===== config.mk =====
export PLATFORM = sky130hd
export DESIGN_NAME = double_binary_tree_neighbors
export DESIGN_NICKNAME = d
export VERILOG_FILES = /design/src/rtl/core/dtn_pkg.sv /design/src/rtl/core/dtn_node_nbrs.sv /design/src/rtl/core/dtn_colour_walk.sv /design/src/rtl/core/double_binary_tree_neighbors.sv
export SDC_FILE = /design/constraint.sdc
export NUM_CORES = 2
export LEC_CHECK = 0
export ABC_AREA = 1
export BUFFER_PORTS_ARGS = -buffer_cell sky130_fd_sc_hd__buf_4
export CORE_MARGIN = 4
export CORE_UTILIZATION = 40
export DETAILED_ROUTE_END_ITERATION = 6
export SLEW_MARGIN = 20
export SYNTH_ARGS = -nofsm -noshare
export SYNTH_HDL_FRONTEND = slang
export SYNTH_HIERARCHICAL = 1
export SYNTH_SLANG_ARGS = --single-unit

===== constraint.sdc =====
create_clock -name clk -period 8.2 [get_ports clk]
set_clock_uncertainty 0.15 [all_clocks]
set_input_delay 2.46 -clock clk [delete_from_list [all_inputs] [get_ports clk]]
set_output_delay 2.46 -clock clk [all_outputs]
set_load 0.05 [all_outputs]

===== src/rtl/core/dtn_pkg.sv =====
// ----------------------------------------------------------------------------
// dtn_pkg
// Shared types, constants and tree helper functions for the double binary
// tree neighbour block.
// ----------------------------------------------------------------------------
package dtn_pkg;

  localparam int MAX_RANKS = 1024;

  // register indexes on the configuration port
  localparam logic REG_SIZE = 1'b0;
  localparam logic REG_ROOT = 1'b1;

  // internal rank arithmetic, wide enough for -1 and a little headroom
  typedef logic signed [11:0] val_t;
  typedef logic [3:0] hgt_t;

  typedef struct packed {
    logic start;
    val_t n;
    val_t idx;
    val_t top;
  } walk_req_t;

  typedef struct packed {
    logic busy;
    logic done;
    logic colour;
  } walk_rsp_t;

  // position of the highest set bit
  function automatic hgt_t msb_pos(val_t x);
    hgt_t m;
    m = '0;
    for (int b = 0; b < 12; b++) begin
      if (x[b]) m = hgt_t'(b);
    end
    return m;
  endfunction

  // one less than the largest power of two not above x; -1 below 1
  function automatic val_t tree_top(val_t x);
    hgt_t m;
    m = msb_pos(x);
    if (x < 12'sd1) return -12'sd1;
    return (12'sd1 <<< m) - 12'sd1;
  endfunction

  // height of an in-order position: 0 for leaves (even positions)
  function automatic hgt_t node_height(val_t v);
    hgt_t h;
    val_t w;
    h = '0;
    w = v + 12'sd1;
    if (!v[11] && v[0]) begin
      for (int b = 11; b >= 1; b--) begin
        if (w[b]) h = hgt_t'(b);
      end
    end
    return h;
  endfunction

endpackage


===== src/rtl/core/dtn_node_nbrs.sv =====
// ----------------------------------------------------------------------------
// dtn_node_nbrs
// Parent and children of one position in an in-order binary tree of n nodes.
// ----------------------------------------------------------------------------
module dtn_node_nbrs (
  input  dtn_pkg::val_t n,
  input  dtn_pkg::val_t v,
  input  dtn_pkg::hgt_t h,
  input  dtn_pkg::val_t top,
  output dtn_pkg::val_t ch0,
  output dtn_pkg::val_t ch1,
  output dtn_pkg::val_t par
);

  dtn_pkg::val_t half;
  dtn_pkg::val_t full;
  dtn_pkg::val_t w;
  dtn_pkg::val_t vp;
  dtn_pkg::val_t jump;

  always_comb begin
    half = (h == 4'd0) ? 12'sd0 : (12'sd1 <<< (h - 4'd1));
    full = 12'sd1 <<< h;
    w    = v + half;
    vp   = v + 12'sd1;
    // right link past the end of the tree drops into the largest full subtree
    jump = v + dtn_pkg::tree_top(n - v - 12'sd1) + 12'sd1;

    ch0 = (h == 4'd0) ? -12'sd1 : v - half;

    if (v == n - 12'sd1 || h == 4'd0) begin
      ch1 = -12'sd1;
    end else if (v == top) begin
      ch1 = jump;
    end else begin
      ch1 = (w < n) ? w : jump;
    end

    if (v == top) begin
      par = -12'sd1;
    end else if (h == 4'd0) begin
      par = v[1] ? v - 12'sd1 : v + 12'sd1;
    end else if ((vp & (full <<< 1)) != 12'sd0 || vp + full > n) begin
      par = vp - full - 12'sd1;
    end else begin
      par = vp + full - 12'sd1;
    end
  end

endmodule


===== src/rtl/core/dtn_colour_walk.sv =====
// ----------------------------------------------------------------------------
// dtn_colour_walk
// Iterative link colouring: walks up the first tree one level per cycle,
// folding the direction of each step into a parity.
// ----------------------------------------------------------------------------
module dtn_colour_walk (
  input  logic                clk,
  input  logic                rst,
  input  dtn_pkg::walk_req_t  req,
  output dtn_pkg::walk_rsp_t  rsp
);

  logic         busy;
  logic         done;
  logic         colour;
  logic [11:0]  i;
  dtn_pkg::hgt_t h;
  logic         acc;
  logic         flip;
  logic [11:0]  n;
  logic [11:0]  top;

  logic [11:0]  masked;
  dtn_pkg::hgt_t p;
  logic [11:0]  pw;
  logic [12:0]  sum;
  logic         hi;
  logic         up;
  logic         stop;
  logic [11:0]  i_next;

  always_comb begin
    masked = i & ~((12'd1 << h) - 12'd1);
    p = '0;
    for (int b = 11; b >= 0; b--) begin
      if (masked[b]) p = dtn_pkg::hgt_t'(b);
    end
    pw     = 12'd1 << p;
    sum    = {1'b0, i} + {1'b0, pw};
    hi     = (({1'b0, i} & ({1'b0, pw} << 1)) != 13'd0);
    up     = !hi && !(sum > {1'b0, n});
    i_next = up ? sum[11:0] : i - pw;
    stop   = (i == top) || (i == 12'd0) || (masked == 12'd0);
  end

  always_ff @(posedge clk) begin
    if (rst) begin
      busy <= 1'b0;
      done <= 1'b0;
    end else begin
      done <= 1'b0;
      if (busy) begin
        if (stop) begin
          busy   <= 1'b0;
          done   <= 1'b1;
          colour <= ~acc;
        end else begin
          i   <= i_next;
          h   <= p;
          acc <= acc ^ flip ^ up;
        end
      end else if (req.start) begin
        busy <= 1'b1;
        i    <= req.idx;
        h    <= 4'd1;
        acc  <= 1'b0;
        flip <= req.n[1];
        n    <= req.n;
        top  <= req.top;
      end
    end
  end

  assign rsp.busy   = busy;
  assign rsp.done   = done;
  assign rsp.colour = colour;

endmodule


===== src/rtl/core/double_binary_tree_neighbors.sv =====
// ----------------------------------------------------------------------------
// double_binary_tree_neighbors
// Neighbours of one rank in a coloured double binary tree (tree + mirror).
// Sequence: out-of-range or root items skip the neighbour and colour-walk
//   states; others run up to three colour walks, one after another.
// Throughput: one item at a time; the next is taken once the result is
//   written to the output register.
// Reset: synchronous; cfg_size returns to 3, cfg_root to 0, no result held.
// ----------------------------------------------------------------------------
module double_binary_tree_neighbors (
  input  logic               clk,
  input  logic               rst,
  // configuration
  input  logic               cfg_we,
  input  logic               cfg_index,
  input  logic [10:0]        cfg_data,
  // input items
  input  logic               in_valid,
  output logic               in_stall,
  input  logic [9:0]         node_rank,
  // result items
  output logic               out_valid,
  input  logic               out_stall,
  output logic signed [10:0] parent_a,
  output logic signed [10:0] parent_b,
  output logic signed [10:0] child_a,
  output logic signed [10:0] child_b,
  output logic               parent_a_tree,
  output logic               parent_b_tree,
  output logic               child_a_tree,
  output logic               child_b_tree,
  output logic [3:0]         depth_a,
  output logic [3:0]         depth_b,
  output logic               is_root_node,
  output logic               invalid
);

  // sequencer
  localparam logic [2:0] S_IDLE   = 3'd0;  // waiting for an item
  localparam logic [2:0] S_PREP   = 3'd1;  // renumbering, tree roots, heights
  localparam logic [2:0] S_NBRS   = 3'd2;  // neighbours in both trees
  localparam logic [2:0] S_WSTART = 3'd3;  // launch one colour walk
  localparam logic [2:0] S_WWAIT  = 3'd4;  // wait for the walk to finish
  localparam logic [2:0] S_FIN    = 3'd5;  // assemble result, load output

  logic [2:0] state;

  logic [10:0] cfg_size;
  logic [9:0]  cfg_root;
  logic [9:0]  rank_q;

  // per-item working registers
  logic          bad;
  logic          is_root;
  logic          extra_on;
  logic          spare;
  dtn_pkg::val_t vrank;
  dtn_pkg::val_t vr2;
  dtn_pkg::val_t vsize;
  dtn_pkg::val_t t1_root;
  dtn_pkg::val_t t2_root;
  dtn_pkg::hgt_t max_h;
  dtn_pkg::hgt_t h1;
  dtn_pkg::hgt_t h2;
  dtn_pkg::val_t ch1_0, ch1_1, par1;
  dtn_pkg::val_t mc0, mc1, par2;
  logic [1:0]    job;
  logic [2:0]    col;

  // ---- set-up: renumber the non-root ranks, find tree roots and heights ----
  dtn_pkg::val_t size_v, root_v, rank_v;
  dtn_pkg::val_t vr0_c, vs0_c, vs_c, vr_c, vr2_c, t1_c;
  logic          bad_c, eon_c, sp_c;
  dtn_pkg::hgt_t mh_c;

  always_comb begin
    size_v = dtn_pkg::val_t'({1'b0, cfg_size});
    root_v = dtn_pkg::val_t'({2'b0, cfg_root});
    rank_v = dtn_pkg::val_t'({2'b0, rank_q});
    bad_c  = size_v < 12'sd3 || size_v > dtn_pkg::val_t'(dtn_pkg::MAX_RANKS) ||
             rank_v >= size_v || root_v >= size_v;
    vr0_c  = (rank_v < root_v) ? rank_v : rank_v - 12'sd1;
    vs0_c  = size_v - 12'sd1;
    // odd non-root count: the last one is the spare node
    eon_c  = vs0_c[0];
    vs_c   = eon_c ? vs0_c - 12'sd1 : vs0_c;
    sp_c   = eon_c && (vr0_c == vs_c);
    vr_c   = sp_c ? 12'sd0 : vr0_c;
    mh_c   = dtn_pkg::msb_pos(vs_c);
    t1_c   = (12'sd1 <<< mh_c) - 12'sd1;
    vr2_c  = vs_c - 12'sd1 - vr_c;
  end

  // ---- tree neighbours: first tree and mirror position ----
  dtn_pkg::val_t na_ch0, na_ch1, na_par;
  dtn_pkg::val_t nb_ch0, nb_ch1, nb_par;

  dtn_node_nbrs u_nbrs_first (
    .n   (vsize),
    .v   (vrank),
    .h   (h1),
    .top (t1_root),
    .ch0 (na_ch0),
    .ch1 (na_ch1),
    .par (na_par)
  );

  dtn_node_nbrs u_nbrs_mirror (
    .n   (vsize),
    .v   (vr2),
    .h   (h2),
    .top (t1_root),
    .ch0 (nb_ch0),
    .ch1 (nb_ch1),
    .par (nb_par)
  );

  // ---- colour walks: the node itself, then its two children ----
  // A leaf of the first tree is an inner node of the mirror, so the walks run
  // on whichever of the two positions is inner.
  dtn_pkg::walk_req_t walk_req;
  dtn_pkg::walk_rsp_t walk_rsp;
  dtn_pkg::hgt_t      hsel;
  dtn_pkg::val_t      vsel, chs, arg;
  logic               arg_ok;

  always_comb begin
    hsel = (h1 != 4'd0) ? h1 : h2;
    vsel = (h1 != 4'd0) ? vrank : vr2;
    if (job == 2'd1) begin
      chs = (h1 != 4'd0) ? ch1_0 : mc0;
    end else begin
      chs = (h1 != 4'd0) ? ch1_1 : mc1;
    end
    if (job == 2'd0) begin
      arg    = vsel + 12'sd1;
      arg_ok = 1'b1;
    end else begin
      // children that are leaves are coloured through their mirror position
      arg    = ((hsel > 4'd1) ? chs : vsize - 12'sd1 - chs) + 12'sd1;
      arg_ok = !chs[11];
    end
    walk_req.start = (state == S_WSTART) && arg_ok;
    walk_req.n     = vsize;
    walk_req.idx   = arg;
    walk_req.top   = t1_root + 12'sd1;
  end

  dtn_colour_walk u_walk (
    .clk (clk),
    .rst (rst),
    .req (walk_req),
    .rsp (walk_rsp)
  );

  // ---- result assembly ----
  function automatic dtn_pkg::val_t to_orig(dtn_pkg::val_t v, dtn_pkg::val_t r);
    dtn_pkg::val_t o;
    if (v[11]) o = -12'sd1;
    else if (v < r) o = v;
    else o = v + 12'sd1;
    return o;
  endfunction

  dtn_pkg::val_t p_f [2];
  dtn_pkg::val_t c_f [2];
  logic [1:0]    pt_f, ct_f;
  logic [3:0]    hd0_f, hd1_f;
  dtn_pkg::val_t t2p_f, t2c0_f, t2c1_f, c1ch0_f, c1ch1_f;
  logic          c1p_f, c2p_f, c1c0_f, c1c1_f, c2c0_f, c2c1_f, p1r_f, p2r_f;

  always_comb begin
    p_f[0] = -12'sd1;
    p_f[1] = -12'sd1;
    c_f[0] = -12'sd1;
    c_f[1] = -12'sd1;
    pt_f   = 2'b00;
    ct_f   = 2'b00;
    hd0_f  = 4'd0;
    hd1_f  = 4'd0;

    t2p_f   = par2[11] ? -12'sd1 : vsize - 12'sd1 - par2;
    t2c0_f  = mc1[11] ? -12'sd1 : vsize - 12'sd1 - mc1;
    t2c1_f  = mc0[11] ? -12'sd1 : vsize - 12'sd1 - mc0;
    c1ch0_f = ch1_0;
    c1ch1_f = ch1_1;

    c1p_f = col[0];
    c2p_f = ~col[0];
    if (h1 != 4'd0) begin
      c1c0_f = col[1];
      c1c1_f = col[2];
      c2c0_f = 1'b0;
      c2c1_f = 1'b0;
    end else begin
      c1c0_f = 1'b0;
      c1c1_f = 1'b0;
      c2c0_f = ~col[2];
      c2c1_f = ~col[1];
    end

    // spare node hangs below mirror node 0 and below the last first-tree node
    if (extra_on) begin
      if (vrank == 12'sd0) begin
        t2c0_f = vsize;
        c2c0_f = ~c2c1_f;
      end
      if (vrank == vsize - 12'sd1) begin
        c1ch1_f = vsize;
        c1c1_f  = ~c1c0_f;
      end
    end

    p1r_f = (vrank == t1_root);
    p2r_f = (vrank == t2_root);
    if (p1r_f || p2r_f) begin
      c1p_f = 1'b1;
      c2p_f = 1'b0;
    end

    if (bad) begin
      // all links absent
    end else if (is_root) begin
      c_f[0] = to_orig(t2_root, dtn_pkg::val_t'({2'b0, cfg_root}));
      c_f[1] = to_orig(t1_root, dtn_pkg::val_t'({2'b0, cfg_root}));
      ct_f   = 2'b01;
    end else begin
      if (p1r_f || !par1[11]) begin
        p_f[c1p_f]  = p1r_f ? dtn_pkg::val_t'({2'b0, cfg_root})
                            : to_orig(par1, dtn_pkg::val_t'({2'b0, cfg_root}));
        pt_f[c1p_f] = 1'b0;
      end
      if (p2r_f || !t2p_f[11]) begin
        p_f[c2p_f]  = p2r_f ? dtn_pkg::val_t'({2'b0, cfg_root})
                            : to_orig(t2p_f, dtn_pkg::val_t'({2'b0, cfg_root}));
        pt_f[c2p_f] = 1'b1;
      end
      if (!c1ch0_f[11]) begin
        c_f[c1c0_f]  = to_orig(c1ch0_f, dtn_pkg::val_t'({2'b0, cfg_root}));
        ct_f[c1c0_f] = 1'b0;
      end
      if (!c1ch1_f[11]) begin
        c_f[c1c1_f]  = to_orig(c1ch1_f, dtn_pkg::val_t'({2'b0, cfg_root}));
        ct_f[c1c1_f] = 1'b0;
      end
      if (!t2c0_f[11]) begin
        c_f[c2c0_f]  = to_orig(t2c0_f, dtn_pkg::val_t'({2'b0, cfg_root}));
        ct_f[c2c0_f] = 1'b1;
      end
      if (!t2c1_f[11]) begin
        c_f[c2c1_f]  = to_orig(t2c1_f, dtn_pkg::val_t'({2'b0, cfg_root}));
        ct_f[c2c1_f] = 1'b1;
      end

      if (spare) begin
        c_f[0]       = -12'sd1;
        c_f[1]       = -12'sd1;
        p_f[~c2c0_f] = to_orig(vsize - 12'sd1, dtn_pkg::val_t'({2'b0, cfg_root}));
        pt_f[~c2c0_f] = 1'b0;
        p_f[c2c0_f]  = to_orig(12'sd0, dtn_pkg::val_t'({2'b0, cfg_root}));
        pt_f[c2c0_f] = 1'b1;
        hd0_f        = max_h + 4'd1;
        hd1_f        = max_h + 4'd1;
      end else begin
        hd0_f = max_h - h1 + 4'd1;
        hd1_f = max_h - h2 + 4'd1;
      end
    end

    // no tree mark on an absent link
    for (int k = 0; k < 2; k++) begin
      if (c_f[k] == -12'sd1) ct_f[k] = 1'b0;
      if (p_f[k] == -12'sd1) pt_f[k] = 1'b0;
    end
  end

  logic out_load;
  assign out_load = (state == S_FIN) && (!out_valid || !out_stall);
  assign in_stall = (state != S_IDLE);

  // ---- registers ----
  always_ff @(posedge clk) begin
    if (rst) begin
      state     <= S_IDLE;
      cfg_size  <= 11'd3;
      cfg_root  <= 10'd0;
      out_valid <= 1'b0;
    end else begin
      if (cfg_we) begin
        case (cfg_index)
          dtn_pkg::REG_SIZE: cfg_size <= cfg_data;
          dtn_pkg::REG_ROOT: cfg_root <= cfg_data[9:0];
          default: ;
        endcase
      end

      if (out_load) begin
        out_valid <= 1'b1;
      end else if (!out_stall) begin
        out_valid <= 1'b0;
      end

      case (state)
        S_IDLE: begin
          if (in_valid) begin
            rank_q <= node_rank;
            state  <= S_PREP;
          end
        end
        S_PREP: begin
          bad      <= bad_c;
          is_root  <= (rank_q == cfg_root);
          extra_on <= eon_c;
          spare    <= sp_c;
          vrank    <= vr_c;
          vr2      <= vr2_c;
          vsize    <= vs_c;
          max_h    <= mh_c;
          t1_root  <= t1_c;
          t2_root  <= vs_c - 12'sd1 - t1_c;
          h1       <= dtn_pkg::node_height(vr_c);
          h2       <= dtn_pkg::node_height(vr2_c);
          state    <= (bad_c || rank_q == cfg_root) ? S_FIN : S_NBRS;
        end
        S_NBRS: begin
          ch1_0 <= na_ch0;
          ch1_1 <= na_ch1;
          par1  <= na_par;
          mc0   <= nb_ch0;
          mc1   <= nb_ch1;
          par2  <= nb_par;
          job   <= 2'd0;
          state <= S_WSTART;
        end
        S_WSTART: begin
          if (arg_ok) begin
            state <= S_WWAIT;
          end else begin
            col[job] <= 1'b0;
            job      <= job + 2'd1;
            state    <= (job == 2'd2) ? S_FIN : S_WSTART;
          end
        end
        S_WWAIT: begin
          if (walk_rsp.done) begin
            col[job] <= walk_rsp.colour;
            job      <= job + 2'd1;
            state    <= (job == 2'd2) ? S_FIN : S_WSTART;
          end
        end
        S_FIN: begin
          if (out_load) state <= S_IDLE;
        end
        default: state <= S_IDLE;
      endcase
    end
  end

  // output register payload
  always_ff @(posedge clk) begin
    if (out_load) begin
      parent_a      <= p_f[0][10:0];
      parent_b      <= p_f[1][10:0];
      child_a       <= c_f[0][10:0];
      child_b       <= c_f[1][10:0];
      parent_a_tree <= pt_f[0];
      parent_b_tree <= pt_f[1];
      child_a_tree  <= ct_f[0];
      child_b_tree  <= ct_f[1];
      depth_a       <= hd0_f;
      depth_b       <= hd1_f;
      is_root_node  <= !bad && is_root;
      invalid       <= bad;
    end
  end

  // ---- checks ----
  a_invalid_empty: assert property (@(posedge clk) disable iff (rst)
    out_valid && invalid |-> parent_a == 11'h7FF && child_a == 11'h7FF &&
                             parent_b == 11'h7FF && !is_root_node)
    else $error("out-of-range item carries links");

  a_root_shape: assert property (@(posedge clk) disable iff (rst)
    out_valid && is_root_node |-> depth_a == 4'd0 && depth_b == 4'd0 &&
                                  parent_a == 11'h7FF && parent_b == 11'h7FF)
    else $error("root item has a parent or non-zero depth");

  a_walk_owned: assert property (@(posedge clk) disable iff (rst)
    walk_rsp.busy |-> state == S_WWAIT)
    else $error("colour walk running outside its wait state");

endmodule

* After elaboration in Yosys (flattened, before gate mapping)
Cells that the tools add are included.
** Operators by class
- Shift-type cells :: 9
- Bitwise gates (word level) :: 40
- Reduce and logical (&&, ||, !) cells :: 82
- $lt $le $gt $ge :: 49
- Add/subtract/negate cells :: 62
- Mux-type cells :: 254
- Equal/unequal tests :: 25
** Operators with widths (count)
- 12-bit 2-to-1 mux :: 83
- 24-bit 2-to-1 mux :: 22
- 4-bit 2-to-1 mux :: 56
- 12-bit by 2-bit adder with 12-bit output (second input constant) :: 17
- 12-bit by 2-bit subtractor with 12-bit output (second input constant) :: 14
- 12-bit subtractor :: 13
- 24-bit bitwise mux :: 6
- 12-bit by 11-bit less-than comparator with 1-bit output :: 9
- 12-bit demux with 1-bit select :: 7
- 12-bit equality test :: 7
- 2-bit by 4-bit <<< shifter with 12-bit output (first input constant) :: 7
- 12-bit adder :: 6
- 12-bit by 1-bit equality test with 1-bit output (second input constant) :: 4
- 3-bit 2-to-1 mux :: 16
- 24-bit inverter :: 2
- 24-bit OR :: 2
- 2-bit 2-to-1 mux :: 19
- 12-bit AND :: 3
- 12-bit zero test :: 3
- 1-bit 2-to-1 mux :: 35
- 12-bit greater-than comparator :: 2
- 12-bit less-than comparator :: 2
- 12-bit by 2-bit less-than comparator with 1-bit output (second input constant) :: 2
- 12-bit nonzero test :: 2
- 63 further kinds :: 182
** Word-level totals
- Output and inout port bits :: 60
- Word-level logic and storage cells :: 573
- Input port bits :: 27
- Register bits after elaboration :: 291

* Logic depth before layout (Yosys ltp)
- Word-level depth :: 27
- Gate-level depth with buffers :: 53
- Mapped depth without buffers :: 51

* Cells and area by module
The synthesis kept the hierarchy.
** Modules (own cells, without submodules)
- double_binary_tree_neighbors :: area an instance 21216.6 um^2, cells each 2805, times used 1, seq. area each 7076.8 um^2
- dtn_node_nbrs at u_nbrs_mirror :: area an instance 6478.7 um^2, cells each 1189, times used 1, seq. area each 0.0 um^2
- dtn_node_nbrs at u_nbrs_first :: area an instance 6262.3 um^2, cells each 1121, times used 1, seq. area each 0.0 um^2
- dtn_colour_walk :: area an instance 3668.5 um^2, cells each 452, times used 1, seq. area each 1301.2 um^2

* Least setup slack after synthesis
No wires, ideal clock.
- Kind :: input to register
- Start :: in rst
- End :: reg bad, enable pin
- Required time :: 7544 ps
- Setup time :: 506 ps
- Buffers on the path :: 1
- Stages :: 2
- Arrival :: 5737 ps
- Path slack :: 1806 ps
- Cell sequence :: clkbuf_1 > nor2_1
** On the way
- Cells in the longest elaborated chain, start to end :: 2
** RTL lines
- from (decl) :: line double_binary_tree_neighbors.sv:12 : input logic rst,
- 1-bit inverter (no source line)
- 2-bit AND reduction (no source line)
- to (signal assigned) :: line double_binary_tree_neighbors.sv:311 : bad <= bad_c;
- to (decl) :: line double_binary_tree_neighbors.sv:53 : logic bad;
Every way passes these cells.
A chain may end at the register's enable or synchronous reset.

* Final worst setup path
- Start :: reg u_walk.h[2]
- End :: reg u_walk.i[9], data pin
** On the way
- Cells in the longest elaborated chain, start to end :: 24
- Elaborated cells on any way between the ends :: 28
- Classes of those cells :: add/sub (3); order compare (1); shift (2); mux (15); bitwise (3); reduce/logical (4)
** RTL lines
- from (decl) :: line dtn_colour_walk.sv:17 : dtn_pkg::hgt_t h;
- from (signal assigned) :: line dtn_colour_walk.sv:59 : h <= p;
- 1-bit by 4-bit << shifter with 12-bit output * :: line dtn_colour_walk.sv:33 : masked = i & ~((12'd1 << h) - 12'd1);
- 12-bit by 1-bit subtractor with 12-bit output * :: line dtn_colour_walk.sv:33
- 12-bit inverter * :: line dtn_colour_walk.sv:33
- 12-bit AND * :: line dtn_colour_walk.sv:33
- 4-bit 2-to-1 mux (11 in a row) :: line dtn_colour_walk.sv:36 : if (masked[b]) p = dtn_pkg::hgt_t'(b);
- 4-bit 2-to-1 mux * :: line dtn_colour_walk.sv:36
- 1-bit by 4-bit << shifter with 12-bit output * :: line dtn_colour_walk.sv:38 : pw = 12'd1 << p;
- 12-bit by 12-bit adder with 13-bit output or 12-bit by 13-bit AND with 13-bit output (tied branches) :: line dtn_colour_walk.sv:39, dtn_colour_walk.sv:40
- 13-bit by 12-bit greater-than comparator with 1-bit output or 13-bit nonzero test (tied branches) :: line dtn_colour_walk.sv:41, dtn_colour_walk.sv:40
- 1-bit zero test :: line dtn_colour_walk.sv:41 : up = !hi && !(sum > {1'b0, n});
- 1-bit logical AND :: line dtn_colour_walk.sv:41
- 12-bit 2-to-1 mux * :: line dtn_colour_walk.sv:42 : i_next = up ? sum[11:0] : i - pw;
- 12-bit 2-to-1 mux * :: line dtn_colour_walk.sv:53 : if (stop) begin
- 12-bit 2-to-1 mux * :: line dtn_colour_walk.sv:52 : if (busy) begin
- to (signal assigned) :: line dtn_colour_walk.sv:58 : i <= i_next;
- to (signal assigned) :: line dtn_colour_walk.sv:64 : i <= req.idx;
- to (decl) :: line dtn_colour_walk.sv:16 : logic [11:0] i;
Mark *: on every way between the ends. The rest lies on a longest branch, timed or not. The select of a mux whose other input is x is not followed.

==> flow_summary.rst <==
.. list-table::
   :header-rows: 1

   * - Metric
     - Value
   * - Result of the run
     - complete, no violations
   * - Initial DRT Pass Iterations
     - 6
   * - Headroom to the max-slew limit
     - 27.0%
   * - Number of hold-repair buffers added at the cts stage
     - 0
   * - Aggregate global routing overflow
     - 0
   * - Clock tree root buffer cell
     - sky130_fd_sc_hd__clkbuf_16
   * - Instance count of the mapped netlist
     - 5566
   * - Number of remaining DRC errors
     - 0
   * - Overall Global Routing Usage
     - 28.0%
   * - Die Ht
     - 315 µm
   * - Critical R2R Launch
     - u_walk/h[2]$_SDFFCE_PN0P_
   * - Internal power of the cells
     - 0.00475 W
   * - Clock share of power
     - 17.3%
   * - Power Density
     - 234 nW/µm²
   * - Crit path top cell by count
     - sky130_fd_sc_hd__nand2_1
   * - CP Buf/Inv Count
     - 5
   * - Max frequency
     - 0.144 GHz
   * - Final TNS setup
     - 0 ns
   * - HP Start
     - bad$_DFFE_PP_
   * - Wire length of the first global-routing pass
     - 213 mm
   * - Diodes inserted
     - 0
   * - Total design power
     - 0.00962 W
   * - Arrival time at the worst endpoint
     - 7.11 ns
   * - Total net switching power
     - 0.00487 W
   * - Detail Placement HPWL
     - 115 mm
   * - Largest net degree at the start of global routing
     - 73
   * - Total length of routed wires
     - 144 mm
   * - Floorplan row count
     - 112
   * - Minimum clock period
     - 6.95 ns
   * - Routed WL per cell
     - 20.8 µm
   * - Max capacitance violation total
     - 0
   * - Number of DRC markers in iteration 0
     - 4358
   * - Warning count from the yosys run
     - 6
   * - Layout-stage area growth over the synthesis result
     - 9.07%
   * - CP Launch Type
     - flip-flop
   * - Number of nets with antenna violations after routing
     - 0
   * - CTS buffer count
     - 35
   * - Type of the worst setup path
     - reg2reg
   * - Final-report hold violation count
     - 0
   * - Width of the chip
     - 315 µm
   * - Post-DR vias/cell
     - 5.58
   * - H-tree depth
     - 2
   * - Min-Delay Path Depth
     - 0
   * - Total leakage power
     - 19.7 nW
   * - Data required time at the worst endpoint
     - 8.36 ns
   * - RR Endpoint
     - u_walk/i[9]$_DFFE_PP_
   * - I/O Buffers
     - 86
   * - Flop-to-flop setup slack
     - 1.25 ns
   * - Area of the core region
     - 93300 µm²
   * - End point of the worst hold path
     - invalid$_DFFE_PP_
   * - Tcrit/Tclk final
     - 84.7%
   * - Slew of the pin with the lowest slew margin
     - 1.07 ns
   * - Syn Std Cell Area
     - 37600 µm²
   * - Switching power as a share of total power
     - 50.6%
   * - Worst-path cell with the longest stage delay
     - sky130_fd_sc_hd__edfxtp_1
   * - Fraction of final layout cells with drive strength greater than 1
     - 6.88%
   * - Maximum ir drop on the vdd rail
     - 0.149 mV
   * - Longest individual stage delay on the worst path
     - 0.50 ns
   * - RSZ-0062 raised after global routing
     - false
   * - Cells on worst reg2reg path
     - 51
   * - Number of placed instances with taps included
     - 6859
   * - Number of buffers inserted by post-CTS setup repair
     - 0
   * - Max clock buf depth
     - 3
   * - Worst skew pair latency
     - 0.56 ns
   * - Total Nets Final
     - 6123
   * - Share of total power in sequential cells
     - 22.4%
   * - Cell family with the largest share of critical-path delay
     - simple AND/OR/NAND/NOR gates
   * - Die ar.
     - 99000 µm²
   * - Worst Path Max Fanout
     - 13
   * - Number of gates resized after CTS
     - 0
   * - Final cell count without fillers
     - 6922
   * - Antenna violations before repair
     - 2
   * - Final max-slew violation count
     - 0
   * - Type of the most critical hold path
     - reg2reg
   * - Initial Util
     - 40.3%
   * - Sort of element at the end of the critical path
     - flip-flop
   * - Final weighted congestion of routability-driven global placement
     - 1.03
   * - CTS tree
     - built
   * - I/O Pins
     - 87
   * - Proportion of power drawn by combinational gates
     - 60.3%
   * - Clock slew seen by the registers of the worst setup and hold paths
     - 0.06 ns
   * - Count of vias placed by the detailed router
     - 38600
   * - Clock sink count
     - 288
   * - Setup violations, final
     - 0
   * - Post-synthesis area per instance
     - 6.76 µm²
   * - Vias in the first global route
     - 35012
-- power groups by stage --
stage / Clock (W) / Sequential (W) / Combinational [W]
after floorplan: 0 / 0.00213 / 0.00403
after global placement: 0 / 0.00216 / 0.00562
after detailed placement: 0 / 0.00216 / 0.00567
after CTS: 0.00170 / 0.00213 / 0.00570
after global routing: 0.00176 / 0.00215 / 0.00646
final: 0.00167 / 0.00215 / 0.00580
-- cells in the final DEF, fill, tap and decap left out, types with 26 or more instances in the layout --
cell type                   instances
sky130_fd_sc_hd__nor2_1           491
sky130_fd_sc_hd__nor3_1            80
sky130_fd_sc_hd__edfxtp_1         261
sky130_fd_sc_hd__a21oi_1          374
sky130_fd_sc_hd__inv_1            827
sky130_fd_sc_hd__xnor2_1           92
sky130_fd_sc_hd__buf_4            143
sky130_fd_sc_hd__o21ai_0          272
sky130_fd_sc_hd__inv_2             33
sky130_fd_sc_hd__o21ai_1           32
sky130_fd_sc_hd__nand4_1          119
sky130_fd_sc_hd__nor4_1            26
sky130_fd_sc_hd__nand2_2           35
sky130_fd_sc_hd__nand2_1         1299
sky130_fd_sc_hd__ha_1             437
sky130_fd_sc_hd__a31oi_1           26
sky130_fd_sc_hd__or2_2             26
sky130_fd_sc_hd__xor2_1           229
sky130_fd_sc_hd__clkbuf_16         38
sky130_fd_sc_hd__o21bai_1          27
sky130_fd_sc_hd__o211ai_1          48
sky130_fd_sc_hd__dfxtp_1           27
sky130_fd_sc_hd__nand3_1          395
-- worst reg2reg max path, delay by kind of cell (launching register included) --
kind / cells / cell delay (ns)
AND/OR/NAND/NOR: 35 / 3.71
AO/OA/AOI/OAI: 7 / 0.92
adder cells (fa/ha/maj): 3 / 0.79
flip-flops: 1 / 0.50
buffers and inverters: 5 / 0.45
XOR/XNOR: 1 / 0.19
-- worst max path at each step --
stage,endpoint,startpoint,slack (ns),cells after the start
6_report,u_walk/i[9]$_DFFE_PP_,u_walk/h[2]$_SDFFCE_PN0P_,1.25,51
5_1_grt,u_walk/i[8]$_DFFE_PP_,u_walk/h[2]$_SDFFCE_PN0P_,0.54,51
4_1_cts,u_walk/i[3]$_DFFE_PP_,u_walk/h[2]$_SDFFCE_PN0P_,1.28,51
3_5_place_dp,u_walk/i[3]$_DFFE_PP_,u_walk/h[2]$_SDFFCE_PN0P_,1.35,51
3_3_place_gp,u_walk/i[9]$_DFFE_PP_,u_walk/h[2]$_SDFFCE_PN0P_,1.43,51
2_1_floorplan,bad$_DFFE_PP_,rst,1.81,2
-- metal layers --
| layer | track usage (%) | share of wire (%) |
|---|---|---|
| met1 | 37.8 | 42 |
| met2 | 43.1 | 42 |
| met3 | 5.59 | 9.9 |
| met4 | 13.0 | 5.4 |
| met5 | 0 | 0.0090 |
-- stage by stage --
stage	setup WS (ns)	cell area [µm²]	hold slack (ns)	utilization [%]
detailed placement	1.35	39800	0.337	42.6
floorplan	1.81	37700	0.301	-
global placement	1.43	39800	0.322	42.6
finish	1.25	41000	0.348	44.0
global route	0.538	41000	0.364	44.0
CTS	1.28	41000	0.351	44.0
-- area by class of cell --
class	count	area (µm²)
sequential	288	8380
tap	1254	1570
timing repair buffer	143	1070
fill	9815	52300
clock buffer	46	1020
clock inverter	17	209
multi-input combinational	4305	25500
inverter	869	3270
(Power assumes the default switching activity.)
